$ cat src/sv/int32_shift_subtract_divider_unit_assert.svh
// assertion macros for the shift-subtract divider
`ifndef INT32_SHIFT_SUBTRACT_DIVIDER_UNIT_ASSERT_SVH
`define INT32_SHIFT_SUBTRACT_DIVIDER_UNIT_ASSERT_SVH

`ifndef SYNTHESIS

// property checked outside reset
`define ISSD_ASSERT(label, prop, msg) \
  label: assert property (@(posedge clk) disable iff (rst) prop) else $error(msg);

// property checked also during reset
`define ISSD_ASSERT_RST(label, prop, msg) \
  label: assert property (@(posedge clk) prop) else $error(msg);

`else

`define ISSD_ASSERT(label, prop, msg)
`define ISSD_ASSERT_RST(label, prop, msg)

`endif

`endif

$ cat src/sv/issd_pkg.sv
// shared constants and types for the shift-subtract divider
package issd_pkg;

  localparam int DATA_WIDTH = 32;
  localparam int CNT_W      = $clog2(DATA_WIDTH);
  localparam logic [CNT_W-1:0] LAST_STEP = CNT_W'(DATA_WIDTH - 1);

  // division modes carried on the action field
  localparam logic ACT_UNSIGNED = 1'b0;
  localparam logic ACT_SIGNED   = 1'b1;

  // control from the sequencer to the cell row
  typedef struct packed {
    logic load;
    logic step;
  } ctl_t;

endpackage

$ cat src/sv/issd_cell.sv
// one bit slice of the divider: remainder bit, quotient bit, divisor bit
module issd_cell (
  input  logic clk,
  input  logic load,
  input  logic step,
  input  logic num_bit,
  input  logic den_bit,
  input  logic rem_in,
  input  logic q_in,
  input  logic take,
  input  logic borrow_in,
  output logic rem,
  output logic q,
  output logic borrow_out
);

  logic den;
  logic diff;

  // trial subtract on the shifted remainder bit
  assign diff       = rem_in ^ den ^ borrow_in;
  assign borrow_out = (~rem_in & den) | (~(rem_in ^ den) & borrow_in);

  // slice state: load the operands, then shift and restore each step
  always_ff @(posedge clk) begin
    if (load) begin
      rem <= 1'b0;
      q   <= num_bit;
      den <= den_bit;
    end else if (step) begin
      rem <= take ? diff : rem_in;
      q   <= q_in;
    end
  end

endmodule

$ cat src/sv/issd_array.sv
// row of divider slices with the rippling borrow chain
module issd_array (
  input  logic                           clk,
  input  issd_pkg::ctl_t                 ctl,
  input  logic [issd_pkg::DATA_WIDTH-1:0] num,
  input  logic [issd_pkg::DATA_WIDTH-1:0] den,
  output logic [issd_pkg::DATA_WIDTH-1:0] quo
);

  import issd_pkg::*;

  logic [DATA_WIDTH-1:0] rem;
  logic [DATA_WIDTH-1:0] q;
  logic [DATA_WIDTH-1:0] borrow;
  logic [DATA_WIDTH-1:0] rem_in;
  logic [DATA_WIDTH-1:0] q_in;
  logic [DATA_WIDTH-1:0] borrow_in;
  logic                  take;

  // subtract when the shifted-out bit was set or no borrow leaves the top
  assign take = rem[DATA_WIDTH-1] | ~borrow[DATA_WIDTH-1];

  // neighbor wiring: dividend bits enter the remainder at the bottom
  assign rem_in    = {rem[DATA_WIDTH-2:0], q[DATA_WIDTH-1]};
  assign q_in      = {q[DATA_WIDTH-2:0], take};
  assign borrow_in = {borrow[DATA_WIDTH-2:0], 1'b0};

  for (genvar i = 0; i < DATA_WIDTH; i++) begin : g_cell
    issd_cell u_cell (
      .clk        (clk),
      .load       (ctl.load),
      .step       (ctl.step),
      .num_bit    (num[i]),
      .den_bit    (den[i]),
      .rem_in     (rem_in[i]),
      .q_in       (q_in[i]),
      .take       (take),
      .borrow_in  (borrow_in[i]),
      .rem        (rem[i]),
      .q          (q[i]),
      .borrow_out (borrow[i])
    );
  end

  assign quo = q;

endmodule

$ cat src/sv/int32_shift_subtract_divider_unit.sv
// top level of the 32-bit shift-subtract divider
//
// Input channel: in_valid / in_stall carry action (0 unsigned, 1 signed),
// dividend and divisor. A word is taken when in_valid is high and in_stall
// is low. Output channel: out_valid / out_stall carry the quotient, truncated
// toward zero; a zero divisor gives 0, most negative by minus one wraps.
//
// One word is worked at a time. On acceptance the operands are turned into
// magnitudes and loaded into a row of 32 bit slices; the row then yields one
// quotient bit per cycle, the borrow rippling along the slices, until the
// step counter reaches its last step. In the DONE state, once the output
// register is free, the sign is applied and the result moves to the output
// register; a new word can be taken in the cycle after the result is written.
//
// The output register frees the row: a new word is accepted while the last
// quotient still waits. If the receiver stalls and a second result is ready,
// the block holds that result and keeps in_stall high until the output
// register is free. Reset (rst, synchronous) empties the block.
`include "int32_shift_subtract_divider_unit_assert.svh"

module int32_shift_subtract_divider_unit (
  input  logic                            clk,
  input  logic                            rst,
  input  logic                            in_valid,
  output logic                            in_stall,
  input  logic                            action,
  input  logic [issd_pkg::DATA_WIDTH-1:0] dividend,
  input  logic [issd_pkg::DATA_WIDTH-1:0] divisor,
  output logic                            out_valid,
  input  logic                            out_stall,
  output logic [issd_pkg::DATA_WIDTH-1:0] quotient
);

  import issd_pkg::*;

  typedef enum logic [1:0] {IDLE, RUN, DONE} state_t;

  state_t                state;
  logic [CNT_W-1:0]      cnt;
  logic                  negate;
  logic                  zero;
  logic                  accept;
  logic                  out_load;
  logic                  is_signed;
  logic [DATA_WIDTH-1:0] num_mag;
  logic [DATA_WIDTH-1:0] den_mag;
  logic [DATA_WIDTH-1:0] quo;
  logic [DATA_WIDTH-1:0] quotient_next;
  ctl_t                  ctl;

  assign in_stall  = (state != IDLE);
  assign accept    = in_valid && (state == IDLE);
  assign out_load  = (state == DONE) && (!out_valid || !out_stall);
  assign is_signed = (action == ACT_SIGNED);

  // operand magnitudes in signed mode
  assign num_mag = (is_signed && dividend[DATA_WIDTH-1]) ? (~dividend + 1'b1) : dividend;
  assign den_mag = (is_signed && divisor[DATA_WIDTH-1]) ? (~divisor + 1'b1) : divisor;

  // row control
  always_comb begin
    ctl.load = accept;
    ctl.step = (state == RUN);
  end

  issd_array u_array (
    .clk (clk),
    .ctl (ctl),
    .num (num_mag),
    .den (den_mag),
    .quo (quo)
  );

  // sign fix-up and zero divisor override
  always_comb begin
    if (zero) begin
      quotient_next = '0;
    end else if (negate) begin
      quotient_next = ~quo + 1'b1;
    end else begin
      quotient_next = quo;
    end
  end

  // sequencer and output register
  always_ff @(posedge clk) begin
    if (rst) begin
      state     <= IDLE;
      cnt       <= '0;
      out_valid <= 1'b0;
    end else begin
      // output register: load a finished quotient, clear once taken
      if (out_load) begin
        out_valid <= 1'b1;
        quotient  <= quotient_next;
      end else if (out_valid && !out_stall) begin
        out_valid <= 1'b0;
      end
      case (state)
        IDLE: begin
          if (accept) begin
            state  <= RUN;
            cnt    <= '0;
            negate <= is_signed && (dividend[DATA_WIDTH-1] ^ divisor[DATA_WIDTH-1]);
            zero   <= (divisor == '0);
          end
        end
        RUN: begin
          cnt <= cnt + 1'b1;
          if (cnt == LAST_STEP) begin
            state <= DONE;
          end
        end
        DONE: begin
          if (out_load) begin
            state <= IDLE;
          end
        end
        default: begin
          state <= IDLE;
        end
      endcase
    end
  end

  `ISSD_ASSERT(a_accept_starts_run, accept |=> (state == RUN) && (cnt == '0), "no run start")
  `ISSD_ASSERT(a_last_step_done, (state == RUN) && (cnt == LAST_STEP) |=> (state == DONE), "overrun")
  `ISSD_ASSERT(a_zero_divisor, out_load && zero |=> out_valid && (quotient == '0), "zero divisor")
  `ISSD_ASSERT(a_no_drop, (state == DONE) && out_valid && out_stall |=> (state == DONE), "dropped")
  `ISSD_ASSERT_RST(a_reset_empty, rst |=> !out_valid && (state == IDLE), "reset left the block busy")

endmodule

$ cat config.mk
export PLATFORM = sky130hd
export DESIGN_NAME = int32_shift_subtract_divider_unit
export DESIGN_NICKNAME = d
export VERILOG_FILES = /design/src/sv/issd_pkg.sv /design/src/sv/issd_cell.sv /design/src/sv/issd_array.sv /design/src/sv/int32_shift_subtract_divider_unit.sv
export VERILOG_INCLUDE_DIRS = /design/src /design/src/sv
export SDC_FILE = /design/constraint.sdc
export NUM_CORES = 1
export LEC_CHECK = 0
export BUFFER_PORTS_ARGS = -buffer_cell sky130_fd_sc_hd__buf_2
export CAP_MARGIN = 20
export CELL_PAD_IN_SITES_DETAIL_PLACEMENT = 2
export CELL_PAD_IN_SITES_GLOBAL_PLACEMENT = 2
export CORE_UTILIZATION = 37
export CTS_CLUSTER_DIAMETER = 50
export CTS_CLUSTER_SIZE = 24
export DETAILED_ROUTE_END_ITERATION = 8
export PLACE_DENSITY_LB_ADDON = 0.1
export SYNTH_ARGS = -nofsm -noshare
export SYNTH_HDL_FRONTEND = slang
export SYNTH_SLANG_ARGS = --single-unit
$ cat constraint.sdc
create_clock -name clk -period 17 [get_ports clk]
set_clock_uncertainty 0.05 [all_clocks]
set_input_delay 1.7 -clock clk [delete_from_list [all_inputs] [get_ports clk]]
set_output_delay 1.7 -clock clk [all_outputs]
set_load 0.005 [all_outputs]
**Word-level counts from Yosys, hierarchy flattened**

Cells that the tools add are included.

- Eq/ne operators: 6
- Muxes and demuxes: 107
- Add/sub/neg operators: 4
- Bitwise logic cells: 227
- Reduce and logical (&&, ||, !) cells: 19

Operators by type and width:

| cell | number |
|---|---|
| 1-bit 2-to-1 mux | 98 |
| 32-bit by 1-bit adder with 32-bit output, second input constant | 3 |
| 32-bit 2-to-1 mux | 3 |
| 32-bit NOT | 3 |
| 1-bit NOT | 65 |
| 1-bit bitwise XOR | 64 |
| 1-bit bitwise AND | 63 |
| 32-bit logical NOT | 1 |
| 1-bit bitwise OR | 32 |
| 5-bit one-hot mux with 2 select lines | 1 |
| 2-bit nonzero test | 4 |
| 1-bit logical AND | 6 |
| 2-bit 2-to-1 mux | 3 |
| 2-bit inequality test, second input constant | 3 |
| 2-bit one-hot mux with 3 select lines | 1 |
| 3-bit AND reduction | 2 |
| 5-bit by 1-bit adder with 5-bit output, second input constant | 1 |
| 5-bit == test, second input constant | 1 |
| 5-bit 2-to-1 mux | 1 |
| 2-bit AND reduction | 2 |
| 2-bit by 1-bit == test with 1-bit output, second input constant | 1 |
| 2-bit == test, second input constant | 1 |
| 1-bit logical NOT | 2 |
| 2-bit logical NOT | 1 |
| 1-bit logical OR | 1 |

- Bits in registers: 138
- Word-level logic and storage cells: 465
- Bits of input ports: 69
- Output and inout port bits: 34

**Depth between registers and ports, before layout**

- Word-level depth: 68
- Depth in mapped cells: 41
- Mapped depth without buffers: 39

**Modules after synthesis**

From an unflattened synthesis, not the netlist that was laid out.

- Cell total of the unflattened synthesis: 800
- Area, all modules: 8519.4 um^2

By module, submodules not included:

| module | times used | cells an instance | area an instance (um^2) | sequential area each (um^2) |
|---|---|---|---|---|
| issd_cell | 32 | 12 | 155.1 | 80.1 |
| int32_shift_subtract_divider_unit | 1 | 414 | 3544.6 | 1181.1 |
| issd_array | 1 | 2 | 10.0 | 0.0 |

**Least setup slack after synthesis**

No wires, ideal clock.

- Path type: register -> register
- Start point: register u_array.g_cell[31].u_cell.q
- End point: register u_array.g_cell[21].u_cell.rem
- Arrival time: 12.893 ns
- Path slack: 3.926 ns
- Path buffers: 2
- Stages on the path, launching flop included: 41
- Setup time: 0.131 ns
- Clock period less this slack: 13.074 ns
- Path through: edfxtp_1 -> inv_1 -> ha_1 -> inv_1 -> fa_1 -> inv_1 -> fa_1 -> fa_1 -> fa_1 -> fa_1 -> fa_1 -> fa_1 -> fa_1 -> fa_1 -> fa_1 -> fa_1 -> fa_1 -> fa_1 -> (+5 left out) -> fa_1 -> fa_1 -> fa_1 -> fa_1 -> fa_1 -> fa_1 -> fa_1 -> fa_1 -> fa_1 -> fa_1 -> fa_1 -> fa_1 -> fa_1 -> nor2b_1 -> clkbuf_1 -> clkbuf_1 -> a21oi_1 -> o21ai_0

- Cells in the longest elaborated chain, start to end: 67
- Elaborated cells on any way between the ends: 68

RTL lines:

| element | RTL line | source |
|---|---|---|
| start, declared | issd_cell.sv:13 | `output logic q,` |
| start signal, assigned | issd_cell.sv:28 | `q <= num_bit;` |
| start signal, assigned | issd_cell.sv:32 | `q <= q_in;` |
| 1-bit NOT (*) | issd_cell.sv:22 | `assign borrow_out = (~rem_in & den) \| (~(rem_in ^ den) & borrow_in);` |
| 1-bit bitwise AND (*) (2 in series) | issd_cell.sv:22 |  |
| 1-bit bitwise OR (*) | issd_cell.sv:22 |  |
| 1-bit bitwise AND (*) | issd_cell.sv:22 |  |
| 1-bit bitwise OR (*) | issd_cell.sv:22 |  |
| 1-bit bitwise AND (*) | issd_cell.sv:22 |  |
| 1-bit bitwise OR (*) | issd_cell.sv:22 |  |
| 1-bit bitwise AND (*) | issd_cell.sv:22 |  |
| (+50 left out) | - |  |
| 1-bit bitwise OR | issd_cell.sv:22 |  |
| 1-bit bitwise AND | issd_cell.sv:22 |  |
| 1-bit bitwise OR | issd_cell.sv:22 |  |
| 1-bit bitwise AND | issd_cell.sv:22 |  |
| 1-bit bitwise OR | issd_cell.sv:22 |  |
| 1-bit NOT | issd_array.sv:21 | `assign take = rem[DATA_WIDTH-1] \| ~borrow[DATA_WIDTH-1];` |
| 1-bit bitwise OR | issd_array.sv:21 |  |
| 1-bit 2-to-1 mux (*) | issd_cell.sv:31 | `rem <= take ? diff : rem_in;` |
| end signal, assigned | issd_cell.sv:31 |  |
| end, declared | issd_cell.sv:12 | `output logic rem,` |

Every way passes the cells marked *; elsewhere a longest branch is shown, timed or not.
A chain may end at the register's enable or synchronous reset.

**Worst setup path after layout**

- Start point: register u_array.g_cell[31].u_cell.q
- End point: register u_array.g_cell[15].u_cell.rem

- Cells in the longest elaborated chain, start to end: 67
- Elaborated cells on any way between the ends: 68

RTL lines:

| element | RTL line |
|---|---|
| 1-bit NOT (*) | issd_cell.sv:22 |
| 1-bit bitwise AND (*) (2 in series) | issd_cell.sv:22 |
| 1-bit bitwise OR (*) | issd_cell.sv:22 |
| 1-bit bitwise AND (*) | issd_cell.sv:22 |
| 1-bit bitwise OR (*) | issd_cell.sv:22 |
| 1-bit bitwise AND (*) | issd_cell.sv:22 |
| 1-bit bitwise OR (*) | issd_cell.sv:22 |
| 1-bit bitwise AND (*) | issd_cell.sv:22 |
| (+50 left out) | - |
| 1-bit bitwise OR | issd_cell.sv:22 |
| 1-bit bitwise AND | issd_cell.sv:22 |
| 1-bit bitwise OR | issd_cell.sv:22 |
| 1-bit bitwise AND | issd_cell.sv:22 |
| 1-bit bitwise OR | issd_cell.sv:22 |
| 1-bit NOT | issd_array.sv:21 |
| 1-bit bitwise OR | issd_array.sv:21 |
| 1-bit 2-to-1 mux (*) | issd_cell.sv:31 |
| end signal, assigned | issd_cell.sv:31 |
| end, declared | issd_cell.sv:12 |

Marks and branches as above.

==> impl_metrics.toml <==
[sta]
hold_slack_ns = 0.431
fmax_mhz = 71.5
rsz0062_at_grt = "false"
hold_viol = 0
fin_crit_sh_pct = 82.2
period_needed_ns = 13.98
worst_pin_slew_ns = 1.00
tns_ns = 0
setup_violations = 0
relSlewSlack_pct = 32.9
timing.final.max_slew_violations = 0

[logic_synthesis]
yosysWarnings = 0
async_reset_ff_share_pct = 0
ys_seq_area_share_pct = 46.5
synth_edf_count = 98
synth_ff_type = "edfxtp_1"
syn-instance-count = 838
synth_top_cell_by_area = "edfxtp_1"
yosys.area.top_type_share_pct = 36.5
synthTopCellsByArea = "edfxtp_1, dfxtp_1, fa_1, xor2_1, nor2_1"
syn-mean-instance-area_sq_um = 9.61
ys_seq_elements = 138
synth_area_sq_mm = 0.00805
ys_types = 49
synth.net_count = 944

[grt]
met2_usage_pct = 36.9
grt_use_met3_pct = 2.71
grt_pass1_wl_mm = 35.8
grt_max_degree = 71
grt_usage_pct = 20.5
use_met1_pct = 24.9
overflow = 0
busiest_layer = "met2"
grt_pass1_vias = 6966
antenna_found_initial = 0

[clock_tree]
cts_sinks = 138
clkTransAtPathRegs_ns = 0.06
cts_tree = "yes"
ctsResizeCount = 0
clock_latency_ns = 0.42
clock-root-buffer = "clkbuf_16"
cts_buffers = 17
hold_buffers = 0
h-tree-depth = 4
cts_buffer_depth = 2
cts_setup_buffers = 0

[floorplan]
die-area_sq_mm = 0.0224
rows = 53
start_util_pct = 38.1
io_pins = 103
die_h_um = 150
core_area_sq_mm = 0.0212
die_x_um = 150

[worst_hold_path]
hold_class = "reg2reg"

[layout]
fillers = 2268
final_nets = 1030
post-route-util_pct = 44.4
syn2layout_area_growth_pct = 16.7
final_layout_size_suffix_gt1_share_pct = 15.9
n_antenna_cell = 0

[setup_path]
crit_required_ns = 17.28
max_stage_delay_ns = 0.43
cpMostUsedCell = "fa_1"
crit_buf_inv = 4
cp_slowest_cell = "fa_1"
cp-end-kind = "flop"
crit_type = "reg2reg"
worstSetupStartpointType = "flop"
crit_family = "adder cells"
cp_max_fo = 63
crit_arrival_ns = 14.25

[route]
drc = 0
wl_mm = 21.6
wire_per_inst_um = 17.8
first_pass_iters = 4
vias = 6454
ant_nets = 0
drt_iter0_drc = 258
viasPerCell = 5.33

[pwr]
power.density_mw_per_mm2 = 110
switching_share_pct = 30.2
finalPower_uw = 1030
vdd_drop_max_v = 0.0000513
p_clk_share_pct = 35.7
leakagePower_uw = 0.00337
sequentialPowerShare_pct = 43.2
combPwrFrac_pct = 21.1
p_int_uw = 722
p_switching_uw = 312

[placement]
gp_congestion = 0.846
hpwl_mm = 16.0
numPortBuffers = 102

[flow_run]
timing.max_cap.violations = 0

[run_status]
status = "finished, final reports clean"
==> tightest hold or removal path: stages, from the launching register on <==
cell	delay (ns)
dfxtp_1	0.32
nand3_1	0.06
a21oi_1	0.05
==> layout by cell type, fill, tap and decap left out, drive strengths merged, types with 11 or more instances in the layout <==
master and n:
a21oi 57, nand3 53, nor2 110, dfxtp 40
edfxtp 98, fa 31, nor4 15, o21ai 69
xor2 53, o31ai 16, nand2 63, nor3 25
buf 108, xnor2 27, clkbuf 25, and2 11
inv 44
==> cells by family (layout without fill, tap and decap cells) <==
family	Yosys count	after routing	share of synthesized area, %
multiplexers	6	6	0.761
flip-flops	138	138	46.5
XOR/XNOR	80	80	8.70
AO/OA/AOI/OAI	172	172	12.4
buffers and inverters	85	184	3.99
AND/OR/NAND/NOR	320	320	19.0
adder cells (fa/ha/maj)	37	37	8.64
==> power by group through the flow <==
stage | sequential [uW] | clock, uW | combinational (uW)
2_1_floorplan | 436 | 0 | 156
5_1_grt | 452 | 392 | 252
6_report | 447 | 370 | 218
4_1_cts | 447 | 378 | 223
3_3_place_gp | 449 | 0 | 199
3_5_place_dp | 452 | 0 | 217
==> per-layer routing <==
| layer | part of all wire [%] | vias up |
|---|---|---|
| met5 | 0 | - |
| met4 | 1.7 | 0 |
| met3 | 2.3 | 28 |
| met2 | 52 | 112 |
| met1 | 44 | 3186 |
| li1 | - | 3128 |
==> worst paths after layout <==
kind	to	from	cells past startpoint	slack (ns)
setup / recovery	u_array.g_cell[15].u_cell.rem$_SDFFE_PP0P_	u_array.g_cell[31].u_cell.q$_DFFE_PP_	40	3.02
hold / removal	cnt[4]$_SDFFE_PP0P_	cnt[4]$_SDFFE_PP0P_	2	0.43
setup reg to reg	u_array.g_cell[15].u_cell.rem$_SDFFE_PP0P_	u_array.g_cell[31].u_cell.q$_DFFE_PP_	40	3.02
hold reg to reg	cnt[4]$_SDFFE_PP0P_	cnt[4]$_SDFFE_PP0P_	2	0.43
==> state kept, by name (all words and copies together), names as in the netlist <==
name and cells:
u_array.g_cell.u_cell.rem 32, quotient 32, u_array.g_cell.u_cell.den 32, state 2, negate 1, out_valid 1, u_array.g_cell.u_cell.q 32, cnt 5
zero 1
==> stage by stage <==
stage	instance area, sq um	cells	worst slack [ns]
6_report	9400	1212	3.02
5_1_grt	9400	1212	2.59
4_1_cts	9400	1212	3.04
3_5_place_dp	8810	1180	3.17
3_3_place_gp	8810	1180	3.48
2_1_floorplan	8050	838	3.93
==> area by class of cell <==
type | count | area (sq um) | area share [%]
multi-input combinational | 615 | 4010 | 42.6
sequential | 138 | 3740 | 39.8
timing repair buffer | 108 | 556 | 5.91
clock buffer | 25 | 498 | 5.30
tap | 275 | 344 | 3.66
inverter | 44 | 165 | 1.76
clock inverter | 7 | 86.3 | 0.919
==> cell usage after synthesis, types with 6 or more instances <==
master,instances
a21oi_1,57
a31oi_1,9
and2_1,9
buf_1,9
clkbuf_1,30
dfxtp_1,40
edfxtp_1,98
fa_1,31
ha_1,6
inv_1,44
nand2_1,63
nand3_1,52
nand4_1,7
nor2_1,110
nor3_1,24
nor4_1,14
o21ai_0,69
o31ai_1,16
o41ai_1,9
or3_1,9
xnor2_1,27
xor2_1,53
Power figures use the tool's default switching activity.
